--- src/hw/rtl/okl_pkg.sv ---
// Shared constants and operation/status codes for the ordered keyed list table.
package okl_pkg;

	localparam int DEPTH        = 64;
	localparam int ID_BITS      = 16;
	localparam int PAYLOAD_BITS = 32;

	localparam int OP_W = 2;
	localparam int ST_W = 2;

	localparam logic [OP_W-1:0] OP_APPEND = 2'd0;
	localparam logic [OP_W-1:0] OP_REMOVE = 2'd1;
	localparam logic [OP_W-1:0] OP_SEARCH = 2'd2;

	localparam logic [ST_W-1:0] ST_DONE = 2'd0;
	localparam logic [ST_W-1:0] ST_MISS = 2'd1;
	localparam logic [ST_W-1:0] ST_FULL = 2'd2;

endpackage

--- src/hw/rtl/okl_req_if.sv ---
// Operation request channel: valid/ready with operation, key and payload.
interface okl_req_if #(
	parameter int ID_BITS      = okl_pkg::ID_BITS,
	parameter int PAYLOAD_BITS = okl_pkg::PAYLOAD_BITS
);

	typedef struct packed {
		logic [okl_pkg::OP_W-1:0] operation;
		logic [ID_BITS-1:0]       key_id;
		logic [PAYLOAD_BITS-1:0]  entry_payload;
	} req_t;

	logic valid;
	logic ready;
	req_t payload;

	modport source (output valid, output payload, input ready);
	modport sink (input valid, input payload, output ready);

endinterface

--- src/hw/rtl/okl_rsp_if.sv ---
// Result channel: valid/ready with status, position, payload and list count.
interface okl_rsp_if #(
	parameter int DEPTH        = okl_pkg::DEPTH,
	parameter int PAYLOAD_BITS = okl_pkg::PAYLOAD_BITS
);

	typedef struct packed {
		logic [okl_pkg::ST_W-1:0]     status;
		logic [$clog2(DEPTH)-1:0]     match_position;
		logic [PAYLOAD_BITS-1:0]      match_payload;
		logic [$clog2(DEPTH+1)-1:0]   entry_count;
		logic                         list_empty;
	} rsp_t;

	logic valid;
	logic ready;
	rsp_t payload;

	modport source (output valid, output payload, input ready);
	modport sink (input valid, input payload, output ready);

endinterface

--- src/hw/rtl/okl_ram.sv ---
// Entry store: one write port, one read port with registered read data.
module okl_ram #(
	parameter int DEPTH = okl_pkg::DEPTH,
	parameter int WIDTH = okl_pkg::ID_BITS + okl_pkg::PAYLOAD_BITS
) (
	input  logic                     clk,
	input  logic                     we,
	input  logic [$clog2(DEPTH)-1:0] waddr,
	input  logic [WIDTH-1:0]         wdata,
	input  logic                     re,
	input  logic [$clog2(DEPTH)-1:0] raddr,
	output logic [WIDTH-1:0]         rdata
);

	logic [WIDTH-1:0] mem_q [DEPTH];
	logic [WIDTH-1:0] rdata_q;

	always_ff @(posedge clk) begin
		if (we) begin
			mem_q[waddr] <= wdata;
		end
	end

	always_ff @(posedge clk) begin
		if (re) begin
			rdata_q <= mem_q[raddr];
		end
	end

	assign rdata = rdata_q;

endmodule

--- src/hw/rtl/ordered_keyed_list_table_unit.sv ---
// Top level: insertion-ordered keyed list with append, remove and search.
//
//   channel | dir | carries
//   --------+-----+-------------------------------------------------------------
//   req     | in  | operation, key_id, entry_payload
//   rsp     | out | status, match_position, match_payload, entry_count, list_empty
//
// Append and the unused code go from transfer straight to the result state. Search
// and remove walk the store one entry per cycle through its single read port,
// and remove then moves each later entry up one place, again one per cycle.
// Reset clears the entry count, state and output valid; the store itself is not swept.
// A finished result waits in the output register; the next request is taken
// meanwhile and its result waits in turn until the output register frees.
module ordered_keyed_list_table_unit #(
	parameter int DEPTH        = okl_pkg::DEPTH,
	parameter int ID_BITS      = okl_pkg::ID_BITS,
	parameter int PAYLOAD_BITS = okl_pkg::PAYLOAD_BITS
) (
	input  logic        clk,
	input  logic        arst_n,
	okl_req_if.sink     req,
	okl_rsp_if.source   rsp
);

	localparam int AW = $clog2(DEPTH);
	localparam int CW = $clog2(DEPTH + 1);
	localparam int MW = ID_BITS + PAYLOAD_BITS;

	typedef enum logic [3:0] {
		S_IDLE  = 4'b0001,
		S_SCAN  = 4'b0010,
		S_SHIFT = 4'b0100,
		S_OUT   = 4'b1000
	} state_t;

	state_t state_q, state_d;
	logic [CW-1:0] count_q, count_d;
	logic [CW-1:0] ptr_q, ptr_d;
	logic [AW-1:0] cmp_idx_q, cmp_idx_d;
	logic inflight_q, inflight_d;
	logic [okl_pkg::OP_W-1:0] op_q, op_d;
	logic [ID_BITS-1:0] key_q, key_d;
	logic [okl_pkg::ST_W-1:0] res_status_q, res_status_d;
	logic [AW-1:0] res_pos_q, res_pos_d;
	logic [PAYLOAD_BITS-1:0] res_pay_q, res_pay_d;

	logic out_valid_q;
	logic [okl_pkg::ST_W-1:0] out_status_q;
	logic [AW-1:0] out_pos_q;
	logic [PAYLOAD_BITS-1:0] out_pay_q;
	logic [CW-1:0] out_count_q;
	logic out_empty_q;
	logic load_out;

	logic ram_we, ram_re;
	logic [AW-1:0] ram_waddr, ram_raddr;
	logic [MW-1:0] ram_wdata, ram_rdata;
	logic [ID_BITS-1:0] rd_id;
	logic [PAYLOAD_BITS-1:0] rd_pay;

	logic accept, issue_ok, hit, last_cmp;
	logic [CW-1:0] next_idx;

	okl_ram #(
		.DEPTH(DEPTH),
		.WIDTH(MW)
	) u_ram (
		.clk   (clk),
		.we    (ram_we),
		.waddr (ram_waddr),
		.wdata (ram_wdata),
		.re    (ram_re),
		.raddr (ram_raddr),
		.rdata (ram_rdata)
	);

	assign rd_id  = ram_rdata[MW-1:PAYLOAD_BITS];
	assign rd_pay = ram_rdata[PAYLOAD_BITS-1:0];

	assign req.ready = (state_q == S_IDLE);
	assign accept    = req.valid && req.ready;

	// the one comparator against the key, plus the walk bound
	assign issue_ok = (ptr_q < count_q);
	assign hit      = inflight_q && (rd_id == key_q);
	assign next_idx = CW'(cmp_idx_q) + CW'(1);
	assign last_cmp = (next_idx == count_q);

	always_comb begin
		state_d      = state_q;
		count_d      = count_q;
		ptr_d        = ptr_q;
		cmp_idx_d    = cmp_idx_q;
		inflight_d   = inflight_q;
		op_d         = op_q;
		key_d        = key_q;
		res_status_d = res_status_q;
		res_pos_d    = res_pos_q;
		res_pay_d    = res_pay_q;
		ram_we       = 1'b0;
		ram_waddr    = count_q[AW-1:0];
		ram_wdata    = {req.payload.key_id, req.payload.entry_payload};
		ram_re       = 1'b0;
		ram_raddr    = ptr_q[AW-1:0];
		load_out     = 1'b0;

		case (state_q)
			S_IDLE: begin
				if (accept) begin
					op_d         = req.payload.operation;
					key_d        = req.payload.key_id;
					res_status_d = okl_pkg::ST_DONE;
					res_pos_d    = '0;
					res_pay_d    = '0;
					ptr_d        = '0;
					inflight_d   = 1'b0;
					state_d      = S_OUT;
					case (req.payload.operation)
						okl_pkg::OP_APPEND: begin
							if (count_q == CW'(DEPTH)) begin
								res_status_d = okl_pkg::ST_FULL;
							end else begin
								ram_we    = 1'b1;
								res_pos_d = count_q[AW-1:0];
								count_d   = count_q + CW'(1);
							end
						end
						okl_pkg::OP_REMOVE, okl_pkg::OP_SEARCH: begin
							if (count_q == '0) begin
								res_status_d = okl_pkg::ST_MISS;
							end else begin
								state_d = S_SCAN;
							end
						end
						default: ;
					endcase
				end
			end
			S_SCAN: begin
				if (hit) begin
					res_pos_d = cmp_idx_q;
					if (op_q == okl_pkg::OP_SEARCH) begin
						res_pay_d = rd_pay;
						state_d   = S_OUT;
					end else if (next_idx < count_q) begin
						ptr_d      = next_idx;
						inflight_d = 1'b0;
						state_d    = S_SHIFT;
					end else begin
						count_d = count_q - CW'(1);
						state_d = S_OUT;
					end
				end else if (inflight_q && last_cmp) begin
					res_status_d = okl_pkg::ST_MISS;
					state_d      = S_OUT;
				end else begin
					ram_re     = issue_ok;
					inflight_d = issue_ok;
					cmp_idx_d  = ptr_q[AW-1:0];
					if (issue_ok) begin
						ptr_d = ptr_q + CW'(1);
					end
				end
			end
			S_SHIFT: begin
				// read runs one entry ahead of the write that moves it up
				ram_re     = issue_ok;
				inflight_d = issue_ok;
				cmp_idx_d  = ptr_q[AW-1:0];
				if (issue_ok) begin
					ptr_d = ptr_q + CW'(1);
				end
				if (inflight_q) begin
					ram_we    = 1'b1;
					ram_waddr = cmp_idx_q - AW'(1);
					ram_wdata = ram_rdata;
					if (last_cmp) begin
						count_d    = count_q - CW'(1);
						inflight_d = 1'b0;
						state_d    = S_OUT;
					end
				end
			end
			S_OUT: begin
				if (!out_valid_q || rsp.ready) begin
					load_out = 1'b1;
					state_d  = S_IDLE;
				end
			end
			default: begin
				state_d = S_IDLE;
			end
		endcase
	end

	always_ff @(posedge clk or negedge arst_n) begin
		if (!arst_n) begin
			state_q     <= S_IDLE;
			count_q     <= '0;
			inflight_q  <= 1'b0;
			out_valid_q <= 1'b0;
		end else begin
			state_q    <= state_d;
			count_q    <= count_d;
			inflight_q <= inflight_d;
			if (load_out) begin
				out_valid_q <= 1'b1;
			end else if (rsp.ready) begin
				out_valid_q <= 1'b0;
			end
		end
	end

	always_ff @(posedge clk) begin
		ptr_q        <= ptr_d;
		cmp_idx_q    <= cmp_idx_d;
		op_q         <= op_d;
		key_q        <= key_d;
		res_status_q <= res_status_d;
		res_pos_q    <= res_pos_d;
		res_pay_q    <= res_pay_d;
		if (load_out) begin
			out_status_q <= res_status_q;
			out_pos_q    <= res_pos_q;
			out_pay_q    <= res_pay_q;
			out_count_q  <= count_q;
			out_empty_q  <= (count_q == '0);
		end
	end

	assign rsp.valid                  = out_valid_q;
	assign rsp.payload.status         = out_status_q;
	assign rsp.payload.match_position = out_pos_q;
	assign rsp.payload.match_payload  = out_pay_q;
	assign rsp.payload.entry_count    = out_count_q;
	assign rsp.payload.list_empty     = out_empty_q;

endmodule
--- src/flat_wrapper.sv ---
// flat-port wrapper written by rule: the top's interface ports become plain ports
module ordered_keyed_list_table_unit_flat 
#(
	parameter int DEPTH        = okl_pkg::DEPTH,
	parameter int ID_BITS      = okl_pkg::ID_BITS,
	parameter int PAYLOAD_BITS = okl_pkg::PAYLOAD_BITS
)
  (clk, arst_n, req_valid, req_payload, req_ready, rsp_valid, rsp_payload, rsp_ready);
  okl_req_if #(.ID_BITS(ID_BITS), .PAYLOAD_BITS(PAYLOAD_BITS)) req_i ();
  okl_rsp_if #(.DEPTH(DEPTH), .PAYLOAD_BITS(PAYLOAD_BITS)) rsp_i ();
  input  logic clk;
  input  logic arst_n;
  input wire logic [$bits(req_i.valid)-1:0] req_valid;
  input wire logic [$bits(req_i.payload)-1:0] req_payload;
  output wire logic [$bits(req_i.ready)-1:0] req_ready;
  output wire logic [$bits(rsp_i.valid)-1:0] rsp_valid;
  output wire logic [$bits(rsp_i.payload)-1:0] rsp_payload;
  input wire logic [$bits(rsp_i.ready)-1:0] rsp_ready;
  assign req_i.valid = req_valid;
  assign req_i.payload = req_payload;
  assign req_ready = req_i.ready;
  assign rsp_valid = rsp_i.valid;
  assign rsp_payload = rsp_i.payload;
  assign rsp_i.ready = rsp_ready;
  ordered_keyed_list_table_unit #(.DEPTH(DEPTH), .ID_BITS(ID_BITS), .PAYLOAD_BITS(PAYLOAD_BITS)) u_core (.clk(clk), .arst_n(arst_n), .req(req_i), .rsp(rsp_i));
endmodule
--- config.mk ---
export PLATFORM = sky130hd
export DESIGN_NAME = ordered_keyed_list_table_unit_flat
export DESIGN_NICKNAME = d
export VERILOG_FILES = /design/src/hw/rtl/okl_pkg.sv /design/src/hw/rtl/okl_req_if.sv /design/src/hw/rtl/okl_rsp_if.sv /design/src/hw/rtl/okl_ram.sv /design/src/hw/rtl/ordered_keyed_list_table_unit.sv /design/src/flat_wrapper.sv
export SDC_FILE = /design/constraint.sdc
export NUM_CORES = 2
export LEC_CHECK = 0
export ABC_AREA = 1
export BUFFER_PORTS_ARGS = -buffer_cell sky130_fd_sc_hd__buf_2
export CAP_MARGIN = 5
export CORE_MARGIN = 10
export CORE_UTILIZATION = 45
export DETAILED_ROUTE_END_ITERATION = 12
export HOLD_SLACK_MARGIN = 0.03
export PLACE_DENSITY = 0.57
export REMOVE_ABC_BUFFERS = 1
export SYNTH_ARGS = -nofsm -noshare
export SYNTH_HDL_FRONTEND = slang
export SYNTH_HIERARCHICAL = 1
export SYNTH_SLANG_ARGS = --single-unit
--- constraint.sdc ---
create_clock -name clk -period 12.42 [get_ports clk]
set_input_delay 1.863 -clock clk [delete_from_list [all_inputs] [get_ports clk]]
set_output_delay 1.863 -clock clk [all_outputs]
set_load 0.02 [all_outputs]
* Word-level counts from Yosys, hierarchy flattened
Memories as Yosys holds them, arrays and structs flattened. A register that Yosys moved wholly into a read port is not among the register bits. Index checks and enable logic that the tools add are counted.
Cells by class: $add $sub $neg 5, equal/unequal tests 27, reduce and logical (&&, ||, !) cells 20, mux-type cells 72, $lt $le $gt $ge 2
Operators with widths (count):
- $mux W7 | 14
- $mux W32 | 3
- $mux W48 | 2
- $pmux W32 S2 | 1
- $mux W6 | 8
- $pmux W7 S3 | 2
- $mux W4 | 10
- $pmux W6 S2 | 2
- $mux W1 | 20
- $eq A16 B16 Y1 | 1
- $pmux W4 S4 | 1
- $add A7 B1 Y7 const B | 2
- $lt A7 B7 Y1 | 2
- $ne A2 B2 Y1 const B | 7
- $ne A2 B1 Y1 const B | 6
- $reduce_and A5 Y1 | 2
- $reduce_and A9 Y1 | 1
- $mux W2 | 4
- $pmux W2 S2 | 2
- $reduce_and A4 Y1 | 2
- $add A6 B1 Y7 const B | 1
- $eq A7 B7 Y1 | 1
- $eq A7 B7 Y1 const B | 1
- $logic_not A7 Y1 | 1
- 22 further kinds | 30
Word-level totals: output and inout bits 50, RAM bits 3072, register bits 132, memories kept 1
Memories:
- u_core.u_ram.mem_q | words 64, bits a word 48, rd ports 1, clocked after memory_dff 1, wr ports 1, line okl_ram.sv:15 | logic [WIDTH-1:0] mem_q [DEPTH];

* Longest topological paths before layout
word-level depth 7, depth in mapped cells 15, depth with buffers taken out 15

* Modules after synthesis
Netlist, hierarchy kept.
Modules (own cells, without submodules):
- okl_ram | area an instance 124916.1 um2, sequential area each 93689.9 um2, times used 1, cells an instance 10134
- ordered_keyed_list_table_unit | area an instance 6780.3 um2, sequential area each 3900.0 um2, times used 1, cells an instance 717

* Worst setup path before layout
No wires, ideal clock.
path kind in2reg, start input port req_valid, end memory u_core/u_ram/mem_q[48][0] (netlist name), enable pin, arrival time 5.725 ns, library setup time 0.454 ns, buffers on the path 1, data required time 11.966 ns, cell stages on the path 7, path slack 6.242 ns, cells stage by stage inv_1 -> nor2_1 -> inv_1 -> o21ai_0 -> clkbuf_1 -> nand3_1 -> nor2_1
Between the ends: longest elaborated chain between the ends 5
Ends and longest elaborated chain:
- from (decl) | line flat_wrapper.sv:13 | input wire logic [$bits(req_i.valid)-1:0] req_valid;
- $logic_and A1 B1 Y1 | line ordered_keyed_list_table_unit.sv:81 | assign accept = req.valid && req.ready;
- $mux W1 | line ordered_keyed_list_table_unit.sv:109 | if (accept) begin
- $pmux W1 S2 | line ordered_keyed_list_table_unit.sv:107 | case (state_q)
- via u_core.ram_we | line ordered_keyed_list_table_unit.sv:55 | logic ram_we, ram_re;
- $mux W1 | line okl_ram.sv:19 | if (we) begin
- $mux W1 (implied by the code) | line okl_ram.sv:20 | mem_q[waddr] <= wdata;
- to (decl) | line okl_ram.sv:15
The timed path passes the listed nets, and every way through them passes these cells.

* Worst setup path in the final report
start input port req_valid, end memory u_core/u_ram/mem_q[36][5] (netlist name), enable pin
The elaborated chain is that of the path after synthesis.

==> reports/metrics.cfg <==
[route]
detail_route.iter0.violations=11337
detail_route.wl_per_cell_um=27.8
route.antenna.remaining_nets=0
wirelength_um=416000
drt_via_density=5.74
number_of_iterations_in_the_first_detailed_routing_pass=6
detailed_route_via_count=85971
drc_errors_left=0

[critical_path]
path_max_fanout=28
critical_path_class=primary input to register
cp.required_ns=12.91
cp-start-kind=primary input
crit_path_dat_ns=6.42
worstSetupEndpointType=register

[layout]
final_nets=10883
layout.cells.non_filler=14982
postLayoutCoreUtil_pct=50.4
layout-area-overhead-vs-synth_pct=11.3
post_route_cells_drive_above_1_share_pct=8.20
fillerInstances=24946

[timing]
rsz0062_at_grt=no
clock-skew-final_ns=0.0803
relSlewSlack_pct=-2.69
post-route-period-util_pct=47.7
final.hold.worst_slack_ns=0.418
fmaxAchievable_mhz=169
finalHoldViolCount=0
final.min_clock_period_ns=5.93
slew_at_the_pin_closest_to_its_max_slew_limit_ns=1.53
setup_violations=0
finalMaxSlewViolations=3

[placement]
numPlacedInstances=14363
io_buffers=103
total_half_perimeter_wirelength_after_legalization_and_detailed_placement_um=227000
place_congestion=0.876

[yosys]
synth_enable_flop_cells=3239
number_of_unique_standard_cell_types_used_by_synthesis=43
syn-cell-area_sq_um=132000
yosys_reg_bits=3252
yosysWarningCount=6
synth-seq-area-share_pct=74.1
postSynth.topFlopCell=edfxtp_1
ys_async_sr_fraction_pct=0.400
synth_cells=10851
syn_avg_cell_area_sq_um=12.1
netlist.area_leader.share_pct=73.9
synthTopCellsByArea=edfxtp_1 74%, nand3_1 11%, nand2_1 10%, buf_2 1.3%, buf_6 0.73%
synth_area_leader_cell=edfxtp_1

[run_status]
failed_checks=capacitance limit, slew limit
status=complete, but fails checks

[pwr]
comb_power_share_pct=1.1
ratio_of_total_power_to_cell_area_nw_per_um2=151
switching_share_pct=20.0
power_report.internal_total_mw=17.8
vdd_ir_drop_max_mv=0.129
p_switching_mw=4.43
static-leakage-power_nw=51.0
pwr-share-clk_pct=44.5
seq_power_share_pct=54.3

[global_routing]
grt_first_pass_wirelength_um=592000
grt-ovfl-total=0
grt_pass1_vias=80722
number_of_antenna_violations_at_the_first_check_in_global_routing=21
grt_usage_pct=25.5
grt_max_degree=204

[clock_tree]
cts_buffer_depth=4
cts.htree.levels=5
cts.repair_timing.setup_buffer_count=0
tritoncts=done
worst_setup_hold_path_clk_slew_ns=0.06
ctsHoldBuffers=0
library_cell_used_as_clock_root_buffer=clkbuf_16
clkLatencyLatePin_ns=0.92
post_cts_resized=0
numCtsBuffers=340
clock_sink_count=3252

[hold_path]
tightest_hold_check_type=register to register

[floorplanning]
floorplan.die_area_sq_um=315000
dieHeight_um=561
core_sq_um=291000
floorplan.io_pins=104
initial_core_util_pct=45.2
placement_rows=198
floorplan.die.width_um=561

[flow_run]
drv_cap=1

## worst paths after layout
path / startpoint / end / slack, ns / depth (start not counted)
setup / recovery: req_valid / u_core/u_ram/mem_q[36][5]$_DFFE_PP_ / 6.49 / 8
hold / removal: u_core/res_pay_q[29]$_SDFFCE_PN0P_ / u_core/out_pay_q[29]$_DFFE_PP_ / 0.42 / 0
setup reg to reg: u_core/state_q[0]$_DFFE_PN1P_ / u_core/u_ram/mem_q[36][5]$_DFFE_PP_ / 6.80 / 9
hold reg to reg: u_core/res_pay_q[29]$_SDFFCE_PN0P_ / u_core/out_pay_q[29]$_DFFE_PP_ / 0.42 / 0
max in group asynchronous: arst_n / u_core/state_q[0]$_DFFE_PN1P_ / 11.28 / 1
min in group asynchronous: arst_n / u_core/inflight_q$_DFFE_PN0P_ / 0.84 / 1
## cell families after synthesis
group	count (synthesis)	share of synthesized area [%]
and+or+nand+nor	6641	21.8
DFF	3252	74.1
xor gates and xnor gates	19	0.126
adders and majority gates	24	0.234
AOI/OAI and AO/OA	96	0.381
buffers and inverters	819	3.35
## placed cells by master (no fill, tap or decap), types with 70 or more instances in the layout
cell type	Yosys	layout
clkinv_1	3	81
inv_1	120	118
nand2_1	3586	3586
clkbuf_16	0	347
nand3_1	2871	2871
clkbuf_1	140	74
buf_4	42	181
edfxtp_1	3239	3239
buf_2	355	103
nor2_4	4	70
## per-stage QoR
stage | power (mW) | TNS [ns] | instance area [sq um] | worst slack (ns)
final | 22.2 | 0 | 147000 | 6.49
after floorplan | 12.4 | -4088.57 | 128000 | -69.30
after global placement | 12.5 | 0 | 136000 | 5.99
after global routing | 22.8 | 0 | 147000 | 6.49
after detailed placement | 12.5 | 0 | 136000 | 5.95
after CTS | 22.3 | 0 | 147000 | 6.88
## area by class of cell
cell class / instances / area (sq um) / share of cell area [%]
inverter: 131 / 552 / 0.376
tap: 3900 / 4880 / 3.33
multi-input combinational: 6780 / 30700 / 21.0
timing repair buffer: 300 / 2190 / 1.50
sequential: 3252 / 97600 / 66.6
antenna: 7 / 17.5 / 0.0119
clock inverter: 191 / 1700 / 1.16
clock buffer: 421 / 8960 / 6.11
## flip-flops by register name, indices dropped and copies added, names as in the netlist, 4 cells and up
signal              flops
u_core/cmp_idx_q        6
u_core/state_q          4
u_core/u_ram/mem_q   3072
u_core/out_pay_q       32
u_core/u_ram/rdata     48
u_core/out_count_q      7
u_core/count_q          7
u_core/key_q           16
u_core/ptr_q            7
u_core/res_pos_q        6
u_core/out_pos_q        6
u_core/res_pay_q       32
## per-layer routing
metal  track usage, %  vias to the layer above  wire [um]
met1             34.0                    42705     163000
li1                 -                    38406          -
met5                0                        -         39
met2             40.8                     4094     194000
met3             4.51                      760      36200
met4             12.3                        6      23500
## critical path: stages
cell	delay, ns
buf_2	0.10
inv_1	0.10
nor2_4	0.86
inv_1	0.14
o21ai_1	0.92
nand2_1	0.63
nor2_4	0.95
buf_4	0.74
## power by group through the flow
stage	clock network, mW	logic [mW]	registers (mW)
2_1_floorplan	0	0.0813	12.3
3_3_place_gp	0	0.247	12.3
3_5_place_dp	0	0.255	12.3
4_1_cts	10.0	0.255	12.1
5_1_grt	10.5	0.265	12.1
6_report	9.88	0.255	12.1
## Yosys cell counts (12+ instances only)
cell type and number:
buf_6 85, nor3_1 14, nand3_1 2871, buf_1 59
xor2_1 16, buf_2 355, a21oi_1 14, buf_4 42
ha_1 23, o21ai_0 65, clkbuf_1 140, edfxtp_1 3239
nor2_1 134, inv_1 120, nand2_1 3586, dfrtp_1 12
Note: power is estimated with default switching activity, not from simulation.
